===== config.mk =====
export PLATFORM = sky130hd
export DESIGN_NAME = round_robin_job_dispatcher
export DESIGN_NICKNAME = d
export VERILOG_FILES = /design/src/hdl/rrjd_pkg.sv /design/src/hdl/rrjd_front.sv /design/src/hdl/rrjd_cmd_fifo.sv /design/src/hdl/rrjd_back.sv /design/src/hdl/round_robin_job_dispatcher.sv
export VERILOG_INCLUDE_DIRS = /design/src /design/src/hdl
export SDC_FILE = /design/constraint.sdc
export NUM_CORES = 1
export LEC_CHECK = 0
export ABC_CLOCK_PERIOD_IN_PS = 5800
export BUFFER_PORTS_ARGS = -buffer_cell sky130_fd_sc_hd__buf_2
export CORE_ASPECT_RATIO = 1.75
export CORE_MARGIN = 4
export CORE_UTILIZATION = 48
export DETAILED_ROUTE_END_ITERATION = 8
export MAX_ROUTING_LAYER = met4
export SLEW_MARGIN = 20
export SYNTH_ARGS = -nofsm -noshare
export SYNTH_HDL_FRONTEND = slang
export SYNTH_HIERARCHICAL = 1
export SYNTH_SLANG_ARGS = --single-unit

===== constraint.sdc =====
create_clock -name clk_i -period 5.8 [get_ports clk_i]
set_input_delay 0.58 -clock clk_i [delete_from_list [all_inputs] [get_ports clk_i]]
set_output_delay 0.58 -clock clk_i [all_outputs]
set_load 0.1 [all_outputs]

===== src/hdl/round_robin_job_dispatcher_assert.svh =====
// Assertion macros for the round-robin job dispatcher.
// Used by the executor module; relies on clk_i and rst_ni in scope.
`ifndef ROUND_ROBIN_JOB_DISPATCHER_ASSERT_SVH
`define ROUND_ROBIN_JOB_DISPATCHER_ASSERT_SVH

// Check a property on every clock edge outside reset.
`define RRJD_ASSERT(name, prop, msg) \
  name: assert property (@(posedge clk_i) disable iff (!rst_ni) (prop)) else $error(msg);

// Check that a condition implies another one in the next cycle.
`define RRJD_ASSERT_NEXT(name, ante, cons, msg) \
  name: assert property (@(posedge clk_i) disable iff (!rst_ni) (ante) |=> (cons)) \
    else $error(msg);

`endif


===== src/hdl/rrjd_pkg.sv =====
// Shared types and constants for the round-robin job dispatcher.
// No dependencies; imported by every module of the block.
`timescale 1ns / 1ps

package rrjd_pkg;

  localparam int TAG_W         = 16;
  localparam int CORE_IDX_W    = 5;
  localparam int TCORE_W       = 4;
  localparam int NCPU_W        = 5;
  localparam int SLICE_W       = 32;
  localparam int CFG_IDX_W     = 1;
  localparam int CFG_DATA_W    = 32;
  // holds a core count up to the largest supported core array
  localparam int CORE_LIM_W    = 7;

  localparam int MAX_CORES_DEF   = 16;
  localparam int QUEUE_DEPTH_DEF = 64;

  localparam logic [NCPU_W-1:0]  NUM_CPUS_RST   = NCPU_W'(16);
  localparam logic [SLICE_W-1:0] TIME_SLICE_RST = SLICE_W'(1000);

  typedef enum logic [2:0] {
    ACT_DISPATCH  = 3'd0,
    ACT_FINISH    = 3'd1,
    ACT_ENQUEUE   = 3'd2,
    ACT_INDEX_ERR = 3'd3,
    ACT_DROP      = 3'd4
  } action_e;

  typedef enum logic {
    OP_NEW  = 1'b0,
    OP_DONE = 1'b1
  } op_e;

  typedef enum logic [CFG_IDX_W-1:0] {
    CFG_NUM_CPUS   = 1'b0,
    CFG_TIME_SLICE = 1'b1
  } cfg_reg_e;

  typedef enum logic [1:0] {
    CMD_NEW  = 2'd0,
    CMD_DONE = 2'd1,
    CMD_ERR  = 2'd2
  } cmd_kind_e;

  typedef enum logic {
    ST_RUN  = 1'b0,
    ST_DISP = 1'b1
  } back_state_e;

  typedef struct packed {
    logic                  operation;
    logic [TAG_W-1:0]      job_tag;
    logic [CORE_IDX_W-1:0] core_index;
    logic                  work_left;
  } in_item_t;

  typedef struct packed {
    action_e             action;
    logic [TAG_W-1:0]    out_job_tag;
    logic [TCORE_W-1:0]  target_core;
    logic [SLICE_W-1:0]  slice_value;
    logic                last;
  } out_item_t;

  typedef struct packed {
    cmd_kind_e             kind;
    logic [TAG_W-1:0]      tag;
    logic [CORE_IDX_W-1:0] core;
    logic                  left;
  } cmd_t;

endpackage


===== src/hdl/rrjd_front.sv =====
// Intake stage: accepts input transfers and classifies them into commands.
// Depends on rrjd_pkg.
`timescale 1ns / 1ps

module rrjd_front import rrjd_pkg::*; (
  input  logic                  in_valid_i,
  output logic                  in_ready_o,
  input  in_item_t              in_item_i,
  input  logic [CORE_LIM_W-1:0] core_lim_i,
  input  logic                  fifo_full_i,
  output logic                  push_o,
  output cmd_t                  cmd_o
);

  logic bad_core;

  assign bad_core   = CORE_LIM_W'(in_item_i.core_index) >= core_lim_i;
  assign in_ready_o = !fifo_full_i;
  assign push_o     = in_valid_i && !fifo_full_i;

  always_comb begin
    cmd_o.tag  = in_item_i.job_tag;
    cmd_o.core = in_item_i.core_index;
    cmd_o.left = in_item_i.work_left;
    if (op_e'(in_item_i.operation) == OP_NEW) begin
      cmd_o.kind = CMD_NEW;
    end else if (bad_core) begin
      cmd_o.kind = CMD_ERR;
    end else begin
      cmd_o.kind = CMD_DONE;
    end
  end

endmodule


===== src/hdl/rrjd_cmd_fifo.sv =====
// Two-entry command queue between intake and executor.
// Depends on rrjd_pkg.
`timescale 1ns / 1ps

module rrjd_cmd_fifo import rrjd_pkg::*; (
  input  logic clk_i,
  input  logic rst_ni,
  input  logic push_i,
  input  cmd_t cmd_i,
  output logic full_o,
  input  logic pop_i,
  output logic valid_o,
  output cmd_t cmd_o
);

  cmd_t       ent_q [2];
  logic       wr_q, wr_d;
  logic       rd_q, rd_d;
  logic [1:0] cnt_q, cnt_d;

  assign full_o  = cnt_q == 2'd2;
  assign valid_o = cnt_q != 2'd0;
  assign cmd_o   = ent_q[rd_q];

  always_comb begin
    wr_d  = push_i ? !wr_q : wr_q;
    rd_d  = pop_i ? !rd_q : rd_q;
    cnt_d = cnt_q + 2'(push_i) - 2'(pop_i);
  end

  always_ff @(posedge clk_i or negedge rst_ni) begin
    if (!rst_ni) begin
      wr_q  <= 1'b0;
      rd_q  <= 1'b0;
      cnt_q <= 2'd0;
    end else begin
      wr_q  <= wr_d;
      rd_q  <= rd_d;
      cnt_q <= cnt_d;
    end
  end

  always_ff @(posedge clk_i) begin
    if (push_i) begin
      ent_q[wr_q] <= cmd_i;
    end
  end

endmodule


===== src/hdl/rrjd_back.sv =====
// Executor: idle map, ready-queue memory and pointers, output register.
// Depends on rrjd_pkg and round_robin_job_dispatcher_assert.svh.
`timescale 1ns / 1ps

`include "round_robin_job_dispatcher_assert.svh"

module rrjd_back import rrjd_pkg::*; #(
  parameter int MAX_CORES   = MAX_CORES_DEF,
  parameter int QUEUE_DEPTH = QUEUE_DEPTH_DEF
) (
  input  logic                  clk_i,
  input  logic                  rst_ni,
  input  logic                  cmd_valid_i,
  input  cmd_t                  cmd_i,
  output logic                  cmd_pop_o,
  input  logic [CORE_LIM_W-1:0] core_lim_i,
  input  logic [SLICE_W-1:0]    time_slice_i,
  output logic                  out_valid_o,
  input  logic                  out_ready_i,
  output out_item_t             out_item_o
);

  localparam int QW = (QUEUE_DEPTH > 1) ? $clog2(QUEUE_DEPTH) : 1;
  localparam int CW = $clog2(QUEUE_DEPTH + 1);

  back_state_e          state_q, state_d;
  logic [MAX_CORES-1:0] idle_q, idle_d;
  logic [QW-1:0]        head_q, head_d, tail_q, tail_d, head_inc, tail_inc;
  logic [CW-1:0]        count_q, count_d;
  logic [TAG_W-1:0]     mem [QUEUE_DEPTH];
  logic [TAG_W-1:0]     rd_q, byp_tag_q;
  logic                 byp_q, byp_d;
  logic [TCORE_W-1:0]   disp_core_q;
  logic                 out_valid_q, out_load;
  out_item_t            out_q, out_d;

  logic                 out_free, go, q_full, q_empty, mem_we, rd_en;
  logic                 found;
  logic [5:0]           sel_idx;
  logic [MAX_CORES-1:0] free_mask, done_mask;

  assign out_free    = !out_valid_q || out_ready_i;
  assign go          = (state_q == ST_RUN) && cmd_valid_i && out_free;
  assign cmd_pop_o   = go;
  assign q_full      = count_q == CW'(QUEUE_DEPTH);
  assign q_empty     = count_q == '0;
  assign head_inc    = (head_q == QW'(QUEUE_DEPTH - 1)) ? '0 : head_q + 1'b1;
  assign tail_inc    = (tail_q == QW'(QUEUE_DEPTH - 1)) ? '0 : tail_q + 1'b1;
  assign rd_en       = go && (cmd_i.kind == CMD_DONE);
  assign out_valid_o = out_valid_q;
  assign out_item_o  = out_q;

  // lowest idle core below the core limit
  always_comb begin
    found   = 1'b0;
    sel_idx = '0;
    for (int i = MAX_CORES - 1; i >= 0; i--) begin
      if (idle_q[i] && (CORE_LIM_W'(i) < core_lim_i)) begin
        found   = 1'b1;
        sel_idx = 6'(i);
      end
    end
    for (int i = 0; i < MAX_CORES; i++) begin
      free_mask[i] = sel_idx == 6'(i);
      done_mask[i] = CORE_LIM_W'(cmd_i.core) == CORE_LIM_W'(i);
    end
  end

  always_comb begin
    state_d = state_q;
    unique case (state_q)
      ST_RUN: begin
        if (go && (cmd_i.kind == CMD_DONE) && (cmd_i.left || !q_empty)) begin
          state_d = ST_DISP;
        end
      end
      ST_DISP: begin
        if (out_free) begin
          state_d = ST_RUN;
        end
      end
      default: state_d = ST_RUN;
    endcase
  end

  always_comb begin
    idle_d   = idle_q;
    head_d   = head_q;
    tail_d   = tail_q;
    count_d  = count_q;
    byp_d    = byp_q;
    mem_we   = 1'b0;
    out_load = 1'b0;
    out_d    = out_q;
    unique case (state_q)
      ST_RUN: begin
        if (go) begin
          out_load          = 1'b1;
          out_d.out_job_tag = cmd_i.tag;
          out_d.target_core = '0;
          out_d.slice_value = '0;
          out_d.last        = 1'b1;
          unique case (cmd_i.kind)
            CMD_NEW: begin
              if (found) begin
                idle_d            = idle_q & ~free_mask;
                out_d.action      = ACT_DISPATCH;
                out_d.target_core = TCORE_W'(sel_idx);
                out_d.slice_value = time_slice_i;
              end else if (!q_full) begin
                mem_we            = 1'b1;
                tail_d            = tail_inc;
                count_d           = count_q + 1'b1;
                out_d.action      = ACT_ENQUEUE;
                out_d.slice_value = time_slice_i;
              end else begin
                out_d.action = ACT_DROP;
              end
            end
            CMD_DONE: begin
              byp_d = 1'b0;
              if (cmd_i.left) begin
                // push the job, then pop the head for the freed core
                mem_we       = 1'b1;
                tail_d       = tail_inc;
                head_d       = head_inc;
                byp_d        = q_empty;
                idle_d       = idle_q & ~done_mask;
                out_d.action = ACT_ENQUEUE;
                out_d.last   = 1'b0;
              end else if (q_empty) begin
                idle_d       = idle_q | done_mask;
                out_d.action = ACT_FINISH;
              end else begin
                head_d       = head_inc;
                count_d      = count_q - 1'b1;
                idle_d       = idle_q & ~done_mask;
                out_d.action = ACT_FINISH;
                out_d.last   = 1'b0;
              end
            end
            CMD_ERR: begin
              out_d.action = ACT_INDEX_ERR;
            end
            default: begin
              out_d.action = ACT_INDEX_ERR;
            end
          endcase
        end
      end
      ST_DISP: begin
        if (out_free) begin
          out_load          = 1'b1;
          out_d.action      = ACT_DISPATCH;
          out_d.out_job_tag = byp_q ? byp_tag_q : rd_q;
          out_d.target_core = disp_core_q;
          out_d.slice_value = '0;
          out_d.last        = 1'b1;
        end
      end
      default: ;
    endcase
  end

  always_ff @(posedge clk_i or negedge rst_ni) begin
    if (!rst_ni) begin
      state_q     <= ST_RUN;
      idle_q      <= '1;
      head_q      <= '0;
      tail_q      <= '0;
      count_q     <= '0;
      byp_q       <= 1'b0;
      out_valid_q <= 1'b0;
    end else begin
      state_q     <= state_d;
      idle_q      <= idle_d;
      head_q      <= head_d;
      tail_q      <= tail_d;
      count_q     <= count_d;
      byp_q       <= byp_d;
      out_valid_q <= out_load || (out_valid_q && !out_ready_i);
    end
  end

  always_ff @(posedge clk_i) begin
    if (out_load) begin
      out_q <= out_d;
    end
    if (go) begin
      byp_tag_q   <= cmd_i.tag;
      disp_core_q <= TCORE_W'(cmd_i.core);
    end
  end

  // read before write: a full-queue requeue pops the old head
  always_ff @(posedge clk_i) begin
    if (rd_en) begin
      rd_q <= mem[head_q];
    end
    if (mem_we) begin
      mem[tail_q] <= cmd_i.tag;
    end
  end

  `RRJD_ASSERT(a_count_bound, count_q <= CW'(QUEUE_DEPTH), "ready queue count overflow")
  `RRJD_ASSERT(a_ptr_match, !(q_empty || q_full) || (head_q == tail_q), "queue pointers diverge")
  `RRJD_ASSERT(a_disp_pending, !(state_q == ST_DISP && out_valid_q && out_q.last), "dispatch after last")
  `RRJD_ASSERT_NEXT(a_grab_core, go && cmd_i.kind == CMD_NEW && found, $countones(idle_q) == $countones($past(idle_q)) - 1, "dispatch did not take a core")

endmodule


===== src/hdl/round_robin_job_dispatcher.sv =====
// Channel     Direction  Payload     Handshake
// in          input      in_item_t   in_valid_i / in_ready_o
// out         output     out_item_t  out_valid_o / out_ready_i
// cfg         input      cfg_data_i  cfg_we_i with cfg_idx_i, no wait
// New job, index error or plain finish: run state only, next command taken
// when the output is free. Completion that dispatches from the ready queue:
// run state, then dispatch state, which sends the registered queue memory read.
// A two-entry command queue lets intake continue while the output stalls.
// Reset: all cores idle, queue empty; the queue memory is never cleared.
// Top level: configuration registers, intake, command queue and executor.
// Depends on rrjd_pkg, rrjd_front, rrjd_cmd_fifo and rrjd_back.
`timescale 1ns / 1ps

module round_robin_job_dispatcher import rrjd_pkg::*; #(
  parameter int MAX_CORES   = MAX_CORES_DEF,
  parameter int QUEUE_DEPTH = QUEUE_DEPTH_DEF
) (
  input  logic                  clk_i,
  input  logic                  rst_ni,
  input  logic                  in_valid_i,
  output logic                  in_ready_o,
  input  in_item_t              in_item_i,
  output logic                  out_valid_o,
  input  logic                  out_ready_i,
  output out_item_t             out_item_o,
  input  logic                  cfg_we_i,
  input  logic [CFG_IDX_W-1:0]  cfg_idx_i,
  input  logic [CFG_DATA_W-1:0] cfg_data_i
);

  logic [NCPU_W-1:0]     num_cpus_q;
  logic [SLICE_W-1:0]    time_slice_q;
  logic [CORE_LIM_W-1:0] core_lim;
  logic                  fifo_full, fifo_push, fifo_pop, fifo_valid;
  cmd_t                  front_cmd, fifo_cmd;

  assign core_lim = (CORE_LIM_W'(num_cpus_q) > CORE_LIM_W'(MAX_CORES))
                  ? CORE_LIM_W'(MAX_CORES) : CORE_LIM_W'(num_cpus_q);

  always_ff @(posedge clk_i or negedge rst_ni) begin
    if (!rst_ni) begin
      num_cpus_q   <= NUM_CPUS_RST;
      time_slice_q <= TIME_SLICE_RST;
    end else if (cfg_we_i) begin
      case (cfg_reg_e'(cfg_idx_i))
        CFG_NUM_CPUS:   num_cpus_q   <= cfg_data_i[NCPU_W-1:0];
        CFG_TIME_SLICE: time_slice_q <= cfg_data_i[SLICE_W-1:0];
        default: ;
      endcase
    end
  end

  rrjd_front u_front (
    .in_valid_i  (in_valid_i),
    .in_ready_o  (in_ready_o),
    .in_item_i   (in_item_i),
    .core_lim_i  (core_lim),
    .fifo_full_i (fifo_full),
    .push_o      (fifo_push),
    .cmd_o       (front_cmd)
  );

  rrjd_cmd_fifo u_cmd_fifo (
    .clk_i   (clk_i),
    .rst_ni  (rst_ni),
    .push_i  (fifo_push),
    .cmd_i   (front_cmd),
    .full_o  (fifo_full),
    .pop_i   (fifo_pop),
    .valid_o (fifo_valid),
    .cmd_o   (fifo_cmd)
  );

  rrjd_back #(
    .MAX_CORES   (MAX_CORES),
    .QUEUE_DEPTH (QUEUE_DEPTH)
  ) u_back (
    .clk_i        (clk_i),
    .rst_ni       (rst_ni),
    .cmd_valid_i  (fifo_valid),
    .cmd_i        (fifo_cmd),
    .cmd_pop_o    (fifo_pop),
    .core_lim_i   (core_lim),
    .time_slice_i (time_slice_q),
    .out_valid_o  (out_valid_o),
    .out_ready_i  (out_ready_i),
    .out_item_o   (out_item_o)
  );

endmodule

Word level (Yosys, flattened, before mapping):

Memories as Yosys holds them, arrays and structs flattened. A register that Yosys moved wholly into a read port is not among the register bits.
Cells that the tools add are included.

* shift-type cells: 0
* add/sub/neg operators: 6
* $mul: 0
* reductions and logical operators: 45
* order comparisons: 18
* div/mod/pow operators: 0
* eq/ne operators: 44
* bitwise logic cells: 7
* muxes and demuxes: 84

Operators by type and width (count)
* 56-bit 2-to-1 mux: 2
* 56-bit one-hot mux with 2 select lines: 1
* 4-bit 2-to-1 mux: 17
* 16-bit 2-to-1 mux: 4
* 32-bit 2-to-1 mux: 2
* 6-bit 2-to-1 mux: 7
* 5-bit by 4-bit equality test with 1-bit output (second input constant): 8
* 4-bit by 5-bit less-than comparator with 1-bit output (first input constant): 8
* 36-bit 2-to-1 mux: 1
* 1-bit 2-to-1 mux: 33
* 16-bit bitwise AND: 2
* 4-bit equality test (second input constant): 8
* 16-bit NOT: 2
* 16-bit one-hot mux with 2 select lines: 1
* 7-bit 2-to-1 mux: 4
* 1-bit logical AND: 22
* 5-bit by 3-bit equality test with 1-bit output (second input constant): 4
* 3-bit by 5-bit less-than comparator with 1-bit output (first input constant): 4
* 4-bit by 3-bit equality test with 1-bit output (second input constant): 4
* 16-bit OR: 1
* 7-bit one-hot mux with 2 select lines: 1
* 6-bit by 1-bit adder with 6-bit output (second input constant): 2
* 6-bit equality test (second input constant): 2
* 6-bit one-hot mux with 2 select lines: 1
* 35 further kinds: 63

* bits in latches: 0
* ROM bits: 0
* memories kept: 2
* bits of input ports: 61
* output and inout port bits: 58
* logic and storage cells: 225
* flip-flop bits (word level): 155
* memory bits (writable): 1072

Memory list
* u_back.mem: depth 64, width 16, rd ports 1, clocked after Yosys merged registers in 1, wr ports 1, RTL line rrjd_back.sv:30 `logic [TAG_W-1:0] mem [QUEUE_DEPTH];`
* u_cmd_fifo.ent_q: depth 2, width 24, rd ports 1, clocked after Yosys merged registers in 0, wr ports 1, RTL line rrjd_cmd_fifo.sv:16 `cmd_t ent_q [2];`

Logic depth before layout (Yosys ltp):

* word-level depth: 26
* depth in mapped cells: 15
* depth with buffers taken out: 11

Cells and area by module:

Netlist, hierarchy kept.

By module, submodules not included
* rrjd_back: area each 45534.9 µm², instances 1, cells each 2118, seq. area each 34483.1 µm²
* rrjd_cmd_fifo: area each 2033.2 µm², instances 1, cells each 90, seq. area each 1541.5 µm²
* round_robin_job_dispatcher: area each 1416.4 µm², instances 1, cells each 85, seq. area each 934.6 µm²
* rrjd_front: area each 331.6 µm², instances 1, cells each 46, seq. area each 0.0 µm²

Worst setup path after synthesis:

No wires, ideal clock.

* kind: reg-to-reg
* start: register u_back.out_valid_q (netlist: u_back/out_valid_o)
* end: memory u_back.mem[24][0], enable pin
* path slack: 1.181 ns
* cell stages (with the launch flop): 9
* library setup time: 0.430 ns
* period minus slack after synthesis: 4.619 ns
* arrival: 4.188 ns
* buffers on the path: 2
* required time: 5.370 ns
* cells stage by stage: dfrtp_1 nor2b_1 or3_1 a2111oi_0 nor4b_2 nor2_1 clkbuf_1 buf_1 nor4_1

* word-level cells in the longest chain between the ends: 7

Ends and longest elaborated chain
* start: declaration: RTL line rrjd_back.sv:34 `logic out_valid_q, out_load;`
* start signal: assignment: RTL line rrjd_back.sv:181 `out_valid_q <= out_load || (out_valid_q && !out_ready_i);`
* 1-bit logical NOT: RTL line rrjd_back.sv:42 `assign out_free = !out_valid_q || out_ready_i;`
* 1-bit logical OR: RTL line rrjd_back.sv:42
* 1-bit logical AND: RTL line rrjd_back.sv:43 `assign go = (state_q == ST_RUN) && cmd_valid_i && out_free;`
* 1-bit 2-to-1 mux: RTL line rrjd_back.sv:97 `if (go) begin`
* 1-bit 2-to-1 mux: RTL line rrjd_back.sv:95 `unique case (state_q)`
* 1-bit 2-to-1 mux: RTL line rrjd_back.sv:200 `if (mem_we) begin`
* 1-bit 2-to-1 mux (not written as such): RTL line rrjd_back.sv:201 `mem[tail_q] <= cmd_i.tag;`
* end: declaration: RTL line rrjd_back.sv:30

No other way between the ends.

Final worst setup path:

* start: register num_cpus_q[4]
* end: memory u_back.mem[21][3], enable pin

* word-level cells in the longest chain between the ends: 26
* elaborated cells between the ends (all ways): 56
* classes of those cells: order compare: 17; mux: 23; reduce/logical: 16

Ends and longest elaborated chain
* start: declaration: RTL line round_robin_job_dispatcher.sv:31 `logic [NCPU_W-1:0] num_cpus_q;`
* start signal: assignment: RTL line round_robin_job_dispatcher.sv:46 `CFG_NUM_CPUS: num_cpus_q <= cfg_data_i[NCPU_W-1:0];`
* 5-bit > comparator (*): RTL line round_robin_job_dispatcher.sv:37 `assign core_lim = (CORE_LIM_W'(num_cpus_q) > CORE_LIM_W'(MAX_CORES))`
* 5-bit 2-to-1 mux (*): RTL line round_robin_job_dispatcher.sv:38 `? CORE_LIM_W'(MAX_CORES) : CORE_LIM_W'(num_cpus_q);`
* named net core_lim[3]: RTL line round_robin_job_dispatcher.sv:33 `logic [CORE_LIM_W-1:0] core_lim;`
* 4-bit by 5-bit less-than comparator with 1-bit output: RTL line rrjd_back.sv:58 `if (idle_q[i] && (CORE_LIM_W'(i) < core_lim_i)) begin`
* 1-bit logical AND: RTL line rrjd_back.sv:58
* 1-bit 2-to-1 mux (15 in series): RTL line rrjd_back.sv:58
* 1-bit 2-to-1 mux (*): RTL line rrjd_back.sv:58
* 1-bit 2-to-1 mux (*): RTL line rrjd_back.sv:105 `if (found) begin`
* 1-bit one-hot mux with 2 select lines (*): RTL line rrjd_back.sv:103 `unique case (cmd_i.kind)`
* 1-bit 2-to-1 mux (*): RTL line rrjd_back.sv:97
* 1-bit 2-to-1 mux (*): RTL line rrjd_back.sv:95
* 1-bit 2-to-1 mux (*): RTL line rrjd_back.sv:200
* 1-bit 2-to-1 mux (not written as such) (*): RTL line rrjd_back.sv:201

The timed path passes the listed nets; every way through them passes the cells marked *.

==> metrics.txt <==
post-synthesis mux area share=17.5%; slew margin rel.=29.9%; Yosys warning total=6; leakage=~18 nW; routed wire length=125000 um; worst-margin pin slew=1.05 ns; top-area cell type share of the netlist area=70.9%; drt drc=0; CP startpoint kind=flop; Slew Limit Fails=0; Mean Syn Cell Area=21.1 um2; RR Startpoint=num_cpus_q[4]$_DFFE_PN1P_; WL/cell=31.6 um; HP Class=in -> reg; Pwr per Cell Area=519 mW/mm2; Placer Congestion=0.860; worst r2r path cells=10; chip height=432 um; total congestion overflow=0; Synth Instances=~2300; NumNets Final=2602; Cells after DPL=3746; HPWL Detailed=79200 um; most common cell after layout, fill and taps aside=edfxtp_1; global-route wire length before repair=181000 um; GR Layer Usage met2=42.5%; met3 Use GR=3.30%; clk sinks=roughly 1200; Seq/Total Area, Yosys=74.9%; Max Cap Viol=0; critical path type=reg -> reg; clk_lat worst skew=slightly above 0.7 ns; clock skew=0.0288 ns; core area=0.102 mm2; asr flop ratio synth=6.36%; layout cells sized above 1=32.9%; final hold viol count=0; RSZ-0062 raised after global routing=no; reg2reg setup slack=1.07 ns; CTS tree=built; pre-CTS setup slack=1.09 ns; Hold Path End=u_cmd_fifo/ent_q[0][0]$_DFFE_PP_; post-synthesis xor/xnor area fraction=0.226%; PostCTS Resize Cnt=0; Post-Layout Cell Count=~4000; # setup viols final=0; adder-cell share of the synthesized area=0.396%; Ports=119; vias per cell=6.07; maximum VDD drop=roughly 0.67 mV; unique cell type count in the Yosys netlist=75; port bufs=118; worst stage delay on the critical path=0.78 ns; Top FF cell, synth=edfxtp_1; worst hold path depth=1; crit path max fanout=28; Die W=250 um; CP arrival=5.15 ns; Initial Utilization=48.3%; TritonRoute pass-1 iters=7; CP required=6.21 ns; top cells by area, synth=edfxtp_1 71%, mux4_2 15%, dfrtp_1 2.8%; Worst setup EP type=flop; maximum level of the CTS H-tree=3; FMAX=211 MHz; pin count of the biggest net entering global routing=80; Root Driver=clkbuf_16; critical hold path startpoint=in_item_i[0]; Yosys top cell by area=edfxtp_1; post-synthesis register bit count=1243; antenna-violating nets left=0; EDFF count, synth=1164; vias in the first global route=25089; main combinational cell family by area after synthesis=multiplexers; via count=between 20000 and 25000; WP buf/inv=2; Slowest cell on crit path=or3_1; Std-Cell Rows=155; final setup margin=approximately 1.1 ns; Power Total=28.8 mW; final worst path period need=about 4.7 ns; fin crit share=81.6%; most used cell, CP=buf_4; most frequent cells in the layout=1164 x edfxtp_1, 336 x mux4_2, 117 x buf_2; Max Root-Sink Buffers=3; Critical Path, Cell by Cell=nor2b_1, or4_4, o31ai_4, nand4_2, nor4b_2, nor2_4, buf_4, or3_1, nor2_1, buf_4; outcome=finished clean; clk slew on worst S/H paths=approximately 0.070 ns; total die area=0.108 mm2; simple-gate share of the synthesized area=3.19%; area growth from synthesis to layout=12.4%; gr busiest metal=met2; DRT iter0 DRCs=2165; initial antenna violation count=3; Compound-Gate Fraction of Synth Area=2.13%; Critical R2R Capture=u_back/mem[21][3]$_DFFE_PP_; total track usage=24.0%; CTS Buf Count=approximately 110; met1 GRT Util=27.7%; Sum Neg Setup Slack=0 ns; Top delay family on crit path=simple AND/OR/NAND/NOR gates; Post-Syn Area=slightly below 0.05 mm2
[metal layers]
layer | share of wire [%] | up-vias
li1 | - | 10045
met1 | 36 | 12909
met2 | 55 | 839
met3 | 5.0 | 209
met4 | 4.5 | 0
met5 | 0 | -
[cell usage after synthesis (all sizes together) (4+ instances only)]
library cell / count
a21o: 11
a21oi: 56
a31oi: 8
a41oi: 8
and2: 36
and3: 7
buf: 53
clkbuf: 99
dfrtp: 56
dfstp: 23
edfxtp: 1164
ha: 14
inv: 21
mux2: 68
mux2i: 23
mux4: 336
nand2: 53
nand2b: 5
nand3: 20
nand3b: 4
nand4: 5
nor2: 93
nor2b: 15
nor3: 10
nor4: 38
o21a: 4
o21ai: 33
o31a: 6
o31ai: 7
or2: 7
or3: 5
xnor2: 6
xor2: 4
[metrics by stage]
stage	hold slack, ns	util (%)	area, um2
6_report	0.0657	54.4	55400
5_1_grt	0.0296	54.3	55400
4_1_cts	0.00136	54.3	55400
3_5_place_dp	0.484	50.9	51900
3_3_place_gp	0.480	50.9	51900
2_1_floorplan	0.284	-	49400
[power by group]
group / leakage [nW] / switching (mW) / total, mW / internal [mW]
Clock: 1.70 / 3.20 / 7.11 / 3.91
Combinational: 4.62 / 6.53 / 9.71 / 3.19
Sequential: 11.4 / 0.449 / 11.9 / 11.5
Total: 17.8 / 10.2 / 28.8 / 18.6
[cell families after synthesis]
logic type / after synthesis
compound gates: 162
xor+xnor: 11
fa+ha+maj: 15
buf+inv: 174
flops: 1243
mux: 427
other cells: 1
simple gates: 306
[area by class of cell]
class                           count  area (um2)
Fill cell                        7760       46600
Sequential cell                  1243       37000
Tap cell                         1334        1670
Inverter                           22        82.6
Multi-Input combinational cell    933       11800
Clock buffer                      139        2910
Antenna cell                        5        12.5
Timing Repair Buffer              219        1430
Clock inverter                     58         533
[flip-flops by register name (all words and copies together) (netlist names), named ones only]
| signal | cells |
|---|---|
| u_back/mem | 1024 |
| u_back/out_item_o | 56 |
| u_cmd_fifo/ent_q | 48 |
| time_slice_q | 32 |
| u_back/byp_tag_q | 16 |
| u_back/rd_q | 16 |
| u_back/count_q | 7 |
| u_back/head_q | 6 |
| u_back/tail_q | 6 |
| num_cpus_q | 5 |
| u_back/disp_core_q | 4 |
| u_cmd_fifo/cnt_q | 2 |
| u_back/byp_q | 1 |
| u_back/out_valid_o | 1 |
| u_back/state_q | 1 |
| u_cmd_fifo/rd_q | 1 |
| u_cmd_fifo/wr_q | 1 |
[timing repair]
item	in CTS	in global routing
hold endpoints to repair	42	0
buffers inserted	0	0
hold buffers	5	0
setup endpoints to repair	0	0
[worst max-delay path by stage]
stage	startpoint	end	cells after the start	slack [ns]
4_1_cts	num_cpus_q[4]$_DFFE_PN1P_	u_back/mem[21][2]$_DFFE_PP_	10	1.08
3_5_place_dp	num_cpus_q[4]$_DFFE_PN1P_	u_back/mem[21][14]$_DFFE_PP_	10	1.09
2_1_floorplan	u_back/out_valid_o$_DFF_PN0_	u_back/mem[24][0]$_DFFE_PP_	8	1.18
6_report	num_cpus_q[4]$_DFFE_PN1P_	u_back/mem[21][3]$_DFFE_PP_	10	1.07
5_1_grt	num_cpus_q[4]$_DFFE_PN1P_	u_back/mem[21][2]$_DFFE_PP_	10	0.86
3_3_place_gp	num_cpus_q[4]$_DFFE_PN1P_	u_back/mem[21][2]$_DFFE_PP_	10	1.21
Power figures use the tool's default switching activity.
